$ cat config.mk
export PLATFORM = sky130hd
export DESIGN_NAME = pmm_fifo
export DESIGN_NICKNAME = d
export VERILOG_FILES = /design/src/rtl/assert_macros.svh /design/src/rtl/pmm_pkg.sv /design/src/rtl/pmm_fifo.sv
export SDC_FILE = /design/constraint.sdc
export NUM_CORES = 1
export LEC_CHECK = 0
export BUFFER_PORTS_ARGS = -buffer_cell sky130_fd_sc_hd__buf_2
export CAP_MARGIN = 20
export CORE_AREA = 4 4 184 204
export DETAILED_ROUTE_END_ITERATION = 12
export DIE_AREA = 0 0 188 208
export PLACE_DENSITY = 0.88
export SETUP_SLACK_MARGIN = 0.15
export SLEW_MARGIN = 20
export SYNTH_ARGS = -nofsm -noshare
export SYNTH_HDL_FRONTEND = slang
export SYNTH_SLANG_ARGS = --single-unit
$ cat constraint.sdc
create_clock -name clk -period 10.7 [get_ports clk]
set_clock_uncertainty 0.2 [all_clocks]
set_input_delay 2.675 -clock clk [delete_from_list [all_inputs] [get_ports clk]]
set_output_delay 2.675 -clock clk [all_outputs]
set_load 0.01 [all_outputs]
$ cat src/rtl/assert_macros.svh
// Assertion macros used by the mailbox back end
`ifndef ASSERT_MACROS_SVH
`define ASSERT_MACROS_SVH
`ifndef SYNTHESIS
// same-cycle implication
`define ASSERT_IMPL(label, clk, rst, ante, cons) \
  label: assert property (@(posedge clk) disable iff (rst) (ante) |-> (cons)) \
    else $error("assertion failed");
// next-cycle implication
`define ASSERT_NEXT(label, clk, rst, ante, cons) \
  label: assert property (@(posedge clk) disable iff (rst) (ante) |=> (cons)) \
    else $error("assertion failed");
`else
`define ASSERT_IMPL(label, clk, rst, ante, cons)
`define ASSERT_NEXT(label, clk, rst, ante, cons)
`endif
`endif

$ cat src/rtl/pmm_pkg.sv
// Package: constants, codes and transfer types of the port message mailbox
package pmm_pkg;

  localparam int NUM_PORTS_DEF     = 64;
  localparam int QUEUE_DEPTH_DEF   = 16;
  localparam int PAYLOAD_BYTES_DEF = 8;
  localparam int FIFO_DEPTH        = 2;

  // request action codes
  localparam logic [2:0] ACT_CREATE  = 3'd0;
  localparam logic [2:0] ACT_DESTROY = 3'd1;
  localparam logic [2:0] ACT_SEND    = 3'd2;
  localparam logic [2:0] ACT_RECV    = 3'd3;
  localparam logic [2:0] ACT_QUERY   = 3'd4;

  typedef enum logic [2:0] {
    OP_CREATE, OP_DESTROY, OP_SEND, OP_RECV, OP_QUERY, OP_BAD
  } op_t;

  typedef enum logic [2:0] {
    ST_OK      = 3'd0,
    ST_INVALID = 3'd1,
    ST_FULL    = 3'd2,
    ST_EMPTY   = 3'd3,
    ST_NOFREE  = 3'd4
  } status_t;

  // classified request handed from front to back
  typedef struct packed {
    op_t         op;
    logic [7:0]  port;
    logic        in_range;
    logic [31:0] owner_id;
    logic [31:0] sender;
    logic [31:0] msg_type;
    logic [63:0] payload;
    logic [3:0]  length;
    logic [63:0] time_now;
  } req_t;

  // one stored message
  typedef struct packed {
    logic [31:0] sender;
    logic [31:0] msg_type;
    logic [63:0] payload;
    logic [3:0]  length;
    logic [63:0] time_now;
  } msg_t;

  typedef struct packed {
    status_t     status;
    logic [5:0]  new_port;
    logic [31:0] sender_out;
    logic [31:0] receiver_out;
    logic [31:0] type_out;
    logic [63:0] payload_out;
    logic [3:0]  length_out;
    logic [63:0] time_out;
    logic [4:0]  count_out;
    logic        has_messages;
    logic [6:0]  active_ports;
  } rsp_t;

endpackage

$ cat src/rtl/pmm_fifo.sv
// Short request queue between front and back
module pmm_fifo #(
  parameter int DEPTH = pmm_pkg::FIFO_DEPTH
) (
  input  logic          clk,
  input  logic          rst,
  input  logic          wr_valid,
  output logic          wr_ready,
  input  pmm_pkg::req_t wr_data,
  output logic          rd_valid,
  input  logic          rd_ready,
  output pmm_pkg::req_t rd_data
);
  import pmm_pkg::*;

  localparam int PTRW = (DEPTH > 1) ? $clog2(DEPTH) : 1;
  localparam int CNTW = $clog2(DEPTH + 1);

  req_t            mem [DEPTH];
  logic [PTRW-1:0] wr_ptr;
  logic [PTRW-1:0] rd_ptr;
  logic [CNTW-1:0] count;
  logic            push;
  logic            pop;

  assign wr_ready = (count != CNTW'(DEPTH));
  assign rd_valid = (count != '0);
  assign rd_data  = mem[rd_ptr];
  assign push     = wr_valid && wr_ready;
  assign pop      = rd_valid && rd_ready;

  // storage
  always_ff @(posedge clk) begin
    if (push) begin
      mem[wr_ptr] <= wr_data;
    end
  end

  // pointers and fill level
  always_ff @(posedge clk) begin
    if (rst) begin
      wr_ptr <= '0;
      rd_ptr <= '0;
      count  <= '0;
    end else begin
      if (push) begin
        wr_ptr <= (wr_ptr == PTRW'(DEPTH - 1)) ? '0 : wr_ptr + 1'b1;
      end
      if (pop) begin
        rd_ptr <= (rd_ptr == PTRW'(DEPTH - 1)) ? '0 : rd_ptr + 1'b1;
      end
      count <= count + CNTW'(push) - CNTW'(pop);
    end
  end
endmodule

; ---- Word-level counts from Yosys, hierarchy flattened
; Memory sizes are Yosys's and may differ from the RTL's. A register that Yosys moved wholly into a read port is not among the register bits.
; Index checks and enable logic that the tools add are counted.
[word_totals]
mem_bits_rw = 480
latchBits = 0
rom_bits = 0
register_bits = 4
out_inout_bits = 242
n_memories = 1
elab_cells = 18
input_bits = 244
[mem_list]
columns = name, depth, word_bits, rd, rd_clocked_by_memory_dff, wr, line_no
row1 = mem, 2, 240, 1, 1, 1, pmm_fifo.sv:19  ; req_t mem [DEPTH];
[classes]
n_shift = 0
div_mod_pow = 0
n_lt_le_gt_ge = 0
n_eq_ne = 1
add_sub_neg = 4
n_mul = 0
n_bitwise = 0
mux = 6
reduce_logical = 3
[op_table]
columns = cell, n
row1 = $mux 1, 6
row2 = $add 1x1->1 const B, 2
row3 = $add 2x1->2, 1
row4 = $logic_and 1x1->1, 2
row5 = $ne 2x2->1 const B, 1
row6 = $reduce_bool 2->1, 1
row7 = $sub 2x1->2, 1

; ---- Logic depth before layout (Yosys ltp)
[depth]
word_depth = 4
ltp_mapped = 6
mapped_depth_nobuf = 6

; ---- Worst setup path after synthesis
; No wires, ideal clock.
[synth_timing]
path_type = input-to-reg
startpoint = in wr_valid
endpoint = mem mem[1][0] (netlist bit), enable pin
slack_ns = 1.672
path_stages = 1
arrival_ns = 8.195
required_time_ns = 9.868
path_buffers = 0
setup_time_ns = 0.632
path_cell_list = and3_1
[synth_between]
elab_chain_cells = 3
[synth_lines]
columns = element, line_no
row1 = "start, declared", pmm_fifo.sv:7  ; input logic wr_valid,
row2 = $logic_and 1x1->1, pmm_fifo.sv:29  ; assign push = wr_valid && wr_ready;
row3 = $mux 1, pmm_fifo.sv:34  ; if (push) begin
row4 = $mux 1 (not written as such), pmm_fifo.sv:35  ; mem[wr_ptr] <= wr_data;
row5 = "end, declared", pmm_fifo.sv:19
; No other way between the ends.

==> implementation parameters <==
Parameter                              Value

Run status
  Result of the run ... finished clean

Yosys
  Portion of the post-synthesis area used by sequential elements ... 78.1%
  Fraction of synthesis flops using an asynchronous set or reset pin ... 0%
  Post-synthesis cell count ... 776
  Top_reg_cell synth ... edfxtp_1
  Count of state elements after synthesis ... 485
  Average footprint of a synthesized cell ... ~24 um2
  Top cell type's share of synthesized area ... 77.5%
  Top post-synthesis cells by area ... edfxtp_1 78%, mux2_4 16%, mux2_2 2.4%
  Number of flops mapped to enable cells by yosys ... 480
  Most instantiated cells after synthesis ... 480 x edfxtp_1, 200 x mux2_4, 40 x mux2_2, 22 x buf_12
  Post-synth net total ... 1021
  Library cell with the largest summed area after synthesis ... edfxtp_1
  Dominant cell by count in the synthesized netlist ... edfxtp_1
  Count of yosys warnings during synthesis ... 0
  Yosys cell types ... 24
  Cell area after synthesis ... approximately 19000 um2

Die
  Height of the chip ... 208 um
  Number of placed I/O pins ... 486
  Initial cell density of the core ... 52.1%
  Core Box Area ... 35700 um2
  Floorplan die area ... 39100 um2
  Horizontal die dimension ... 188 um
  Core Rows ... 73

STA
  Share of the clock period used by the worst path after layout ... 54.2%
  Final Critical Period ... 5790 ps
  Total Negative Setup Slacks ... 0 ps
  Worst-case headroom to the max-slew limit ... around 19%
  Actual slew at the worst max-slew pin ... 1210 ps
  RSZ-0062 raised after global routing ... no
  Final max-slew violation count ... 0
  Final Hold Viols ... 0
  Final worst hold slack ... 323 ps
  Fmax achieved ... around 170 MHz
  Setup-violating endpoint count in the final report ... 0

CTS
  Total of cells resized after clock tree synthesis ... 0
  CTS root buffer ... clkbuf_16
  Clock H-tree levels ... 2
  Clock latency on the worst-skew pair ... around 550 ps
  Clock buffer depth ... 3
  Cts bufs inserted ... 47
  Cts-stage hold buffer count ... 0
  Clock Pin Slew Worst Setup and Hold Paths ... 60 ps
  Clock tree from TritonCTS ... done
  # Post-CTS Setup Buffers ... 0
  TritonCTS Sinks ... 485

Min path
  Hold Crit Endpoint ... rd_ptr
  Hold wc startpoint ... rd_ptr
  Worst hold path depth ... 2
  Worst hold path type ... reg -> reg

Routing
  Number of optimization iterations in the first detailed-route pass ... 4
  Post-detailed-route wirelength per cell ... 21.3 um
  Length of routed met2 wiring ... between 20 and 25 mm
  Highest layer used for signal routing ... met5
  Initial drt markers ... 571
  Residual DRC count ... 0
  Post-Route M1 WL ... 13.4 mm
  Antenna Nets Post-Route ... 0
  Met3 layer wire length in the routed design ... 2.80 mm
  Vias per Instance ... 5.08
  Total detailed-routing wirelength ... 38.9 mm
  Vias ... 9251

Place
  IO buf count ... 485
  Hpwl dp ... 26.8 mm
  Gp weighted congestion ... approximately 0.82

Critical path
  Worst-path cell with the longest stage delay ... buf_4
  Cell-by-cell trace of the critical path ... buf_4 > mux2_2 > buf_2
  Largest fanout of any net on the critical path ... 62
  Required arrival time at the worst endpoint ... 7830 ps
  Worst-case register-to-register setup slack ... 7910 ps
  Critical Path Start Type ... flop
  CP arrival ... 2920 ps
  Endpoint class of the critical path ... output port
  Largest stage delay, worst path ... 910 ps
  Worst R2R Path Depth ... 5
  FF-to-FF Start ... count[0]
  Type of the worst setup path ... reg -> out
  Worst flop-to-flop path endpoint ... mem[0][99]

Layout
  Fill cell total of the finished layout ... 2403
  Nets ... 1537
  Share of final-layout standard cells stronger than drive strength 1 ... 60.1%
  Area overhead of the layout relative to synthesis ... 22.5%

Global routing
  Global-route wire length before repair ... 57.7 mm
  Global-route usage over all layers ... 19.2%
  Overflow left after global routing ... 0
  Initial antenna violation count ... 12
  Vias in the first global route ... ~9900
  Maximum number of pins on one net before global-route repair ... 137

Pwr
  Pwr per Cell Area ... 223 nW/um2
  Maximum resistive drop on vdd ... between 0.00015 and 0.0002 V
  Leakage power summed over all cells ... 8.85 nW

Flow run
  Number of maximum-capacitance violations ... 0
-- worst max-delay path by stage --
| stage | endpoint | cells past startpoint |
|---|---|---|
| global route | rd_data[27] | 3 |
| detailed placement | rd_data[27] | 3 |
| finish | rd_data[26] | 3 |
| CTS | rd_data[27] | 3 |
| floorplan | mem[1][0] | 1 |
| global placement | rd_data[25] | 3 |
-- state kept, by name, summed over array words and instances, names as in the netlist, named ones only --
signal	cells
count	2
mem	480
rd_ptr	1
wr_ptr	1
-- report_power, final --
part | leakage, nW | internal [mW] | switching, mW
Clock | 0.703 | 0.903 | 0.655
Sequential | 4.53 | 2.31 | 0.0750
Combinational | 3.61 | 0.582 | 0.552
-- cell usage in the layout (no fill, tap or decap), drive strengths merged, types with 2 or more instances in the layout --
cell type / count
buf: 494
edfxtp: 480
mux2: 241
clkbuf: 57
clkinv: 21
diode: 8
nor2: 5
dfxtp: 5
nor2b: 3
bufinv: 3
o21ai: 2
clkinvlp: 2
inv: 2
a21bo: 2
-- cell type report --
class	instances	area, um2	share of cell area [%]
Tap cell	487	609	2.68
Sequential cell	485	14500	63.7
Clock inverter	27	198	0.868
Multi-Input combinational cell	263	3610	15.9
Inverter	1	11.3	0.0494
Clock buffer	57	1260	5.52
Antenna cell	8	20.0	0.0879
Timing Repair Buffer	494	2550	11.2
-- cell families (layout without fill, tap and decap cells) --
logic type / count (synthesis) / count (layout) / synth area share, %
flip-flops: 485 / 485 / 78.1
multiplexers: 241 / 241 / 18.6
buffers and inverters: 28 / 579 / 2.56
AND/OR/NAND/NOR: 13 / 13 / 0.370
AO/OA/AOI/OAI: 7 / 7 / 0.276
adder cells (fa/ha/maj): 1 / 1 / 0.0673
XOR/XNOR: 1 / 1 / 0.0471
other: 0 / 8 / 0
-- metrics by stage --
step	setup slack (ps)	cell area [um2]	utilization, %	std cells	power [mW]
5_1_grt	4770	22800	63.8	1822	5.28
6_report	4910	22800	63.8	1822	5.08
3_5_place_dp	5460	21200	59.5	1728	3.56
3_3_place_gp	5510	21200	59.5	1728	3.53
2_1_floorplan	1670	18600	-	776	3.27
4_1_cts	4850	22700	63.5	1812	5.13
-- metal layers --
layer | global-route usage [%] | vias up
met5 | 0 | -
met4 | 7.32 | 8
met3 | 5.23 | 97
met2 | 35.4 | 390
met1 | 20.8 | 4601
li1 | - | 4155
-- critical path, delay by kind of cell, from the launching register on --
family                 cells  cell delay, ps
buffers and inverters      2            1050
flip-flops                 1             790
multiplexers               1             420
No activity file was read; power rests on OpenSTA's default activity.
