`src/rtl/assert_macros.svh`:
```
// Assertion macros used by the mailbox back end
`ifndef ASSERT_MACROS_SVH
`define ASSERT_MACROS_SVH
`ifndef SYNTHESIS
// same-cycle implication
`define ASSERT_IMPL(label, clk, rst, ante, cons) \
  label: assert property (@(posedge clk) disable iff (rst) (ante) |-> (cons)) \
    else $error("assertion failed");
// next-cycle implication
`define ASSERT_NEXT(label, clk, rst, ante, cons) \
  label: assert property (@(posedge clk) disable iff (rst) (ante) |=> (cons)) \
    else $error("assertion failed");
`else
`define ASSERT_IMPL(label, clk, rst, ante, cons)
`define ASSERT_NEXT(label, clk, rst, ante, cons)
`endif
`endif

```
`src/rtl/pmm_pkg.sv`:
```
// Package: constants, codes and transfer types of the port message mailbox
package pmm_pkg;

  localparam int NUM_PORTS_DEF     = 64;
  localparam int QUEUE_DEPTH_DEF   = 16;
  localparam int PAYLOAD_BYTES_DEF = 8;
  localparam int FIFO_DEPTH        = 2;

  // request action codes
  localparam logic [2:0] ACT_CREATE  = 3'd0;
  localparam logic [2:0] ACT_DESTROY = 3'd1;
  localparam logic [2:0] ACT_SEND    = 3'd2;
  localparam logic [2:0] ACT_RECV    = 3'd3;
  localparam logic [2:0] ACT_QUERY   = 3'd4;

  typedef enum logic [2:0] {
    OP_CREATE, OP_DESTROY, OP_SEND, OP_RECV, OP_QUERY, OP_BAD
  } op_t;

  typedef enum logic [2:0] {
    ST_OK      = 3'd0,
    ST_INVALID = 3'd1,
    ST_FULL    = 3'd2,
    ST_EMPTY   = 3'd3,
    ST_NOFREE  = 3'd4
  } status_t;

  // classified request handed from front to back
  typedef struct packed {
    op_t         op;
    logic [7:0]  port;
    logic        in_range;
    logic [31:0] owner_id;
    logic [31:0] sender;
    logic [31:0] msg_type;
    logic [63:0] payload;
    logic [3:0]  length;
    logic [63:0] time_now;
  } req_t;

  // one stored message
  typedef struct packed {
    logic [31:0] sender;
    logic [31:0] msg_type;
    logic [63:0] payload;
    logic [3:0]  length;
    logic [63:0] time_now;
  } msg_t;

  typedef struct packed {
    status_t     status;
    logic [5:0]  new_port;
    logic [31:0] sender_out;
    logic [31:0] receiver_out;
    logic [31:0] type_out;
    logic [63:0] payload_out;
    logic [3:0]  length_out;
    logic [63:0] time_out;
    logic [4:0]  count_out;
    logic        has_messages;
    logic [6:0]  active_ports;
  } rsp_t;

endpackage

```
`src/rtl/pmm_if.sv`:
```
// Request and response channel interfaces
interface pmm_req_if;
  logic        valid;
  logic        ready;
  logic [2:0]  action;
  logic [7:0]  port;
  logic [31:0] owner_id;
  logic [31:0] sender;
  logic [31:0] msg_type;
  logic [63:0] payload;
  logic [7:0]  length;
  logic [63:0] time_now;
  modport source (output valid, action, port, owner_id, sender, msg_type, payload, length,
                  time_now, input ready);
  modport sink (input valid, action, port, owner_id, sender, msg_type, payload, length,
                time_now, output ready);
endinterface


```
`src/rtl/pmm_front.sv`:
```
// Front end: accepts requests, decodes the action, clamps length, masks payload
module pmm_front #(
  parameter int NUM_PORTS     = pmm_pkg::NUM_PORTS_DEF,
  parameter int PAYLOAD_BYTES = pmm_pkg::PAYLOAD_BYTES_DEF
) (
  pmm_req_if.sink       req,
  input  logic          q_ready,
  output logic          q_valid,
  output pmm_pkg::req_t q_data
);
  import pmm_pkg::*;

  logic [3:0] len_clamped;

  assign req.ready = q_ready;
  assign q_valid   = req.valid;

  // length clamp and byte mask
  always_comb begin
    len_clamped = (req.length > 8'(PAYLOAD_BYTES)) ? 4'(PAYLOAD_BYTES) : req.length[3:0];
  end

  always_comb begin
    q_data          = '0;
    q_data.port     = req.port;
    q_data.in_range = ({1'b0, req.port} < 9'(NUM_PORTS));
    q_data.owner_id = req.owner_id;
    q_data.sender   = req.sender;
    q_data.msg_type = req.msg_type;
    q_data.length   = len_clamped;
    q_data.time_now = req.time_now;
    for (int b = 0; b < 8; b++) begin
      q_data.payload[8*b +: 8] = (4'(b) < len_clamped) ? req.payload[8*b +: 8] : 8'h00;
    end
    unique case (req.action)
      ACT_CREATE:  q_data.op = OP_CREATE;
      ACT_DESTROY: q_data.op = OP_DESTROY;
      ACT_SEND:    q_data.op = OP_SEND;
      ACT_RECV:    q_data.op = OP_RECV;
      ACT_QUERY:   q_data.op = OP_QUERY;
      default:     q_data.op = OP_BAD;
    endcase
  end
endmodule

```
`src/flat_wrapper.sv`:
```
// flat-port wrapper written by rule: the top's interface ports become plain ports
module pmm_front_flat import pmm_pkg::*;
#(
  parameter int NUM_PORTS     = pmm_pkg::NUM_PORTS_DEF,
  parameter int PAYLOAD_BYTES = pmm_pkg::PAYLOAD_BYTES_DEF
)
  (q_ready, q_valid, q_data, req_valid, req_action, req_port, req_owner_id, req_sender, req_msg_type, req_payload, req_length, req_time_now, req_ready);
  pmm_req_if req_i ();
  input  logic q_ready;
  output logic q_valid;
  output pmm_pkg::req_t q_data;
  input wire logic [$bits(req_i.valid)-1:0] req_valid;
  input wire logic [$bits(req_i.action)-1:0] req_action;
  input wire logic [$bits(req_i.port)-1:0] req_port;
  input wire logic [$bits(req_i.owner_id)-1:0] req_owner_id;
  input wire logic [$bits(req_i.sender)-1:0] req_sender;
  input wire logic [$bits(req_i.msg_type)-1:0] req_msg_type;
  input wire logic [$bits(req_i.payload)-1:0] req_payload;
  input wire logic [$bits(req_i.length)-1:0] req_length;
  input wire logic [$bits(req_i.time_now)-1:0] req_time_now;
  output wire logic [$bits(req_i.ready)-1:0] req_ready;
  assign req_i.valid = req_valid;
  assign req_i.action = req_action;
  assign req_i.port = req_port;
  assign req_i.owner_id = req_owner_id;
  assign req_i.sender = req_sender;
  assign req_i.msg_type = req_msg_type;
  assign req_i.payload = req_payload;
  assign req_i.length = req_length;
  assign req_i.time_now = req_time_now;
  assign req_ready = req_i.ready;
  pmm_front #(.NUM_PORTS(NUM_PORTS), .PAYLOAD_BYTES(PAYLOAD_BYTES)) u_core (.req(req_i), .q_ready(q_ready), .q_valid(q_valid), .q_data(q_data));
endmodule
```
`config.mk`:
```
export PLATFORM = sky130hd
export DESIGN_NAME = pmm_front_flat
export DESIGN_NICKNAME = d
export VERILOG_FILES = /design/src/rtl/assert_macros.svh /design/src/rtl/pmm_pkg.sv /design/src/rtl/pmm_if.sv /design/src/rtl/pmm_front.sv /design/src/flat_wrapper.sv
export SDC_FILE = /design/constraint.sdc
export NUM_CORES = 1
export LEC_CHECK = 0
export BUFFER_PORTS_ARGS = -buffer_cell sky130_fd_sc_hd__buf_2
export CORE_AREA = 5 5 185 187
export DETAILED_ROUTE_END_ITERATION = 10
export DIE_AREA = 0 0 190 192
export PLACE_DENSITY = 0.42
export SETUP_SLACK_MARGIN = 0.2
export SLEW_MARGIN = 20
export SYNTH_ARGS = -nofsm -noshare
export SYNTH_HDL_FRONTEND = slang
export SYNTH_SLANG_ARGS = --single-unit
```
`constraint.sdc`:
```
create_clock -name vclk -period 0.8
set_clock_uncertainty 0.15 [all_clocks]
set_input_delay 0 -clock vclk [all_inputs]
set_output_delay 0 -clock vclk [all_outputs]
set_load 0.03 [all_outputs]
```
## After elaboration in Yosys (flattened, before gate mapping)

Index checks and enable logic that the tools add are counted.

| storage, ports and cells | value |
|---|---|
| bits in latches | 0 |
| bits of input ports | 245 |
| logic and storage cells | 25 |
| output and inout port bits | 242 |
| ROM bits | 0 |
| memories kept | 0 |
| RAM bits | 0 |
| register bits | 0 |

| cells by class | value |
|---|---|
| $add $sub $neg | 0 |
| muxes and demuxes | 10 |
| div/mod/pow operators | 0 |
| bitwise gates (word level) | 0 |
| $lt $le $gt $ge | 10 |
| shifts and indexed selects | 0 |
| equality and inequality tests | 4 |
| reduce and logical (&&, ||, !) cells | 1 |
| multiply operators | 0 |

Operators by type and width:

| cell | count |
|---|---|
| 2-to-1 mux 8 bit | 8 |
| less-than comparator 3 x 4 -> 1 bit, first input constant | 4 |
| case mux 3 bit (5 select lines) | 1 |
| greater-than comparator 8 x 4 -> 1 bit, second input constant | 1 |
| less-than comparator 1 x 4 -> 1 bit, first input constant | 2 |
| less-than comparator 2 x 4 -> 1 bit, first input constant | 2 |
| less-than comparator 8 x 7 -> 1 bit, second input constant | 1 |
| equality test 3 x 2 -> 1 bit, second input constant | 2 |
| 2-to-1 mux 4 bit | 1 |
| equality test 3 x 1 -> 1 bit, second input constant | 1 |
| equality test 3 bit, second input constant | 1 |
| zero test 3 bit | 1 |

## Logic depth before layout (Yosys ltp)

| logic depth | value |
|---|---|
| word-level depth | 4 |
| depth in mapped cells | 3 |
| mapped depth without buffers | 2 |

## Least setup slack after synthesis

Ideal clock, no wire load.

| path | value |
|---|---|
| kind | input -> output |
| start point | in req_length[5] |
| end point | out q_data[128] (netlist name) |
| data arrival time | 0.922 ns |
| setup slack | -0.272 ns |
| buffers on the path | 1 |
| data required time | 0.650 ns |
| stages on the path | 3 |
| cell sequence | nor2_2 buf_2 a21boi_0 |

RTL lines:

| what | line | text |
|---|---|---|
| start, declared | flat_wrapper.sv:19 | `input wire logic [$bits(req_i.length)-1:0] req_length;` |
| end, declared | flat_wrapper.sv:11 | `output pmm_pkg::req_t q_data;` |

==> reports/qor.yml <==
timing:
  rsz0062_at_grt: "true"
  setup_ws_ns: -0.3161
  whs_ns: -0.1500
  fin_crit_sh_pct: 139.5
  final-setup-viol-count: 68
  slew_headroom_pct: 80.39
  max_freq_mhz: 896.0
  finalHoldViolCount: 168
  fin_crit_ns: 1.116
  drv_slew: 0
  worstMarginPinSlew_ns: 0.2919
floorplan:
  die_y_um: 192
  rows: 66
  fp.dieW_um: 190
  core_area_um2: 32290
  start_util_pct: 6.208
  io_pins: 487
  die_area_um2: 36480
routing:
  num_vias: 1790
  wire_per_inst_um: 14.19
  drtPass1Iterations: 3
  drtIter0Drc: 17
  viasPerCell: 2.462
  drt-total-wl_mm: 10.32
  route.detailed.drc: 0
  ant_nets: 0
synth:
  yosys_warnings: 0
  synth_commonest_cells: "buf_4, a21boi_0, a31oi_1, inv_1, buf_2"
  yosysUniqueCellTypes: 22
  synth_area_um2: 2004
  ys_top_cells_by_area: "buf_4, a21boi_0, a31oi_1, inv_1, nor4_4"
  yosysSeqAreaShare_pct: 0
  syn-num-nets: 521
  yosysMostFrequentCell: "buf_4"
  syn_area_per_cell_um2: 7.262
  syn-instance-count: 276
  yosys.area.top_type: "buf_4"
  synth_top_area_share_pct: 63.67
placed_design:
  dpl_cell_area_um2: 2654
  dp.cells: 715
  numPortBuffers: 151
  place_congestion: 0.6270
  place_ws_ns: -0.4284
  dp_hpwl_mm: 8.710
cells_and_area:
  seq_cell_count: 0
  finalInstanceArea_um2: 3286
  layout.nets: 532
  multi_input_area_um2: 1064
  clock_buffers: 0
  seq_area_um2: 0
  n_fill_cell: 3747
  area_growth_pct: 63.92
  fin_util_pct: 10.18
  instances_no_fill: 727
  n_antenna_cell: 0
  layout-drive-gt1-share_pct: 90.53
pwr:
  p_int_uw: 843.8
  p_per_area_nw_per_um2: 548.9
  power_frac_comb_pct: 100.0
  pwr-share-seq_pct: 0
  leakagePower_uw: 0.001356
  p_sw_share_pct: 53.21
  ir_drop_v: 0.0001700
  pwr-share-clk_pct: 0
  power_uw: 1803
  p_sw_uw: 959.5
setup_path:
  crit_type: "input pin to primary output"
  cp.required_ns: 0.65
  cp_max_fo: 13
  crit_path_end_kind: "primary output"
  startpoint_type: "input pin"
  startpoint: "req_length[3]"
  critPathArrivalTime_ns: 0.97
worst_hold_path:
  min_path_type: "input pin to primary output"
  min_from: "req_sender[9]"
global_routing:
  grt_first_pass_wirelength_mm: 13.28
  overflow: 0
  grtUsageTotal_pct: 5.021
  antenna_found_initial: 0
  grt_max_degree: 15
  grt_pass1_vias: 1900
status:
  violations: "negative hold slack, negative setup slack"
  status: "complete, but fails checks"
run:
  drv_cap: 0
-- per-stage QoR --
stage / TNS [ns] / hold slack (ns)
after floorplan: -3.237 / -0.08700
after global placement: -23.97 / -0.1498
after detailed placement: -24.41 / -0.1498
after CTS: -21.14 / -0.1498
after global routing: -21.58 / -0.1500
final: -18.43 / -0.1500
-- cell families (layout without fill, tap and decap cells) --
family                 count (synthesis)  in the layout  synth area share, %
buffers and inverters                195            204                69.16
AO/OA/AOI/OAI                         68             68                24.84
AND/OR/NAND/NOR                       13             13                5.992
-- critical path, cell delays in order --
cell and delay (ns):
buf_6 0.10, nor3_4 0.21, buf_12 0.20, buf_12 0.17
a21boi_1 0.09, buf_4 0.18
-- power by group through the flow --
stage | Combinational, µW | Clock (µW) | Sequential, µW
after floorplan | 2410 | 0 | 0
after global placement | 1500 | 0 | 0
after detailed placement | 1500 | 0 | 0
after CTS | 1730 | 0 | 0
after global routing | 1920 | 0 | 0
final | 1800 | 0 | 0
-- cell usage in the layout, fill, tap and decap left out, types with 2 or more instances in the layout --
master,synthesis,routed
nor3_4,1,2
buf_6,1,50
a21boi_2,0,31
a211oi_4,0,2
nor4_4,2,3
a21boi_4,0,8
buf_2,6,92
buf_4,170,27
and3_2,0,2
inv_1,16,16
a21boi_1,4,9
a31oi_4,0,8
a31oi_2,0,8
buf_12,0,17
-- what timing repair did --
| action | CTS | global route |
|---|---|---|
| gates cloned | 1 | 0 |
| resized for setup | 100 | 42 |
| endpoints found under the hold margin | 168 | 168 |
| buffers inserted | 7 | 4 |
| pin swaps | 8 | 6 |
| endpoints found under the setup margin | 70 | 69 |
-- area by class of cell --
cell class | instances | share of cell area, %
Timing Repair Buffer | 188 | 48.97
Multi-Input combinational cell | 81 | 32.37
Tap cell | 442 | 16.83
Inverter | 16 | 1.828
-- path summary, 6_finish.rpt --
| check | depth (start not counted) | slack (ns) | to |
|---|---|---|---|
| max | 6 | -0.32 | q_data[131] |
| min | 0 | -0.15 | q_data[173] |
-- layer usage --
layer,GRT usage [%],up-vias,share of wire (%),wire length (µm)
li1,-,753,-,-
met1,4.275,729,27,2739
met2,8.368,220,47,4829
met3,2.726,88,16,1669
met4,4.674,0,10,1081
met5,0,-,0,0
No activity file was read; power rests on OpenSTA's default activity.
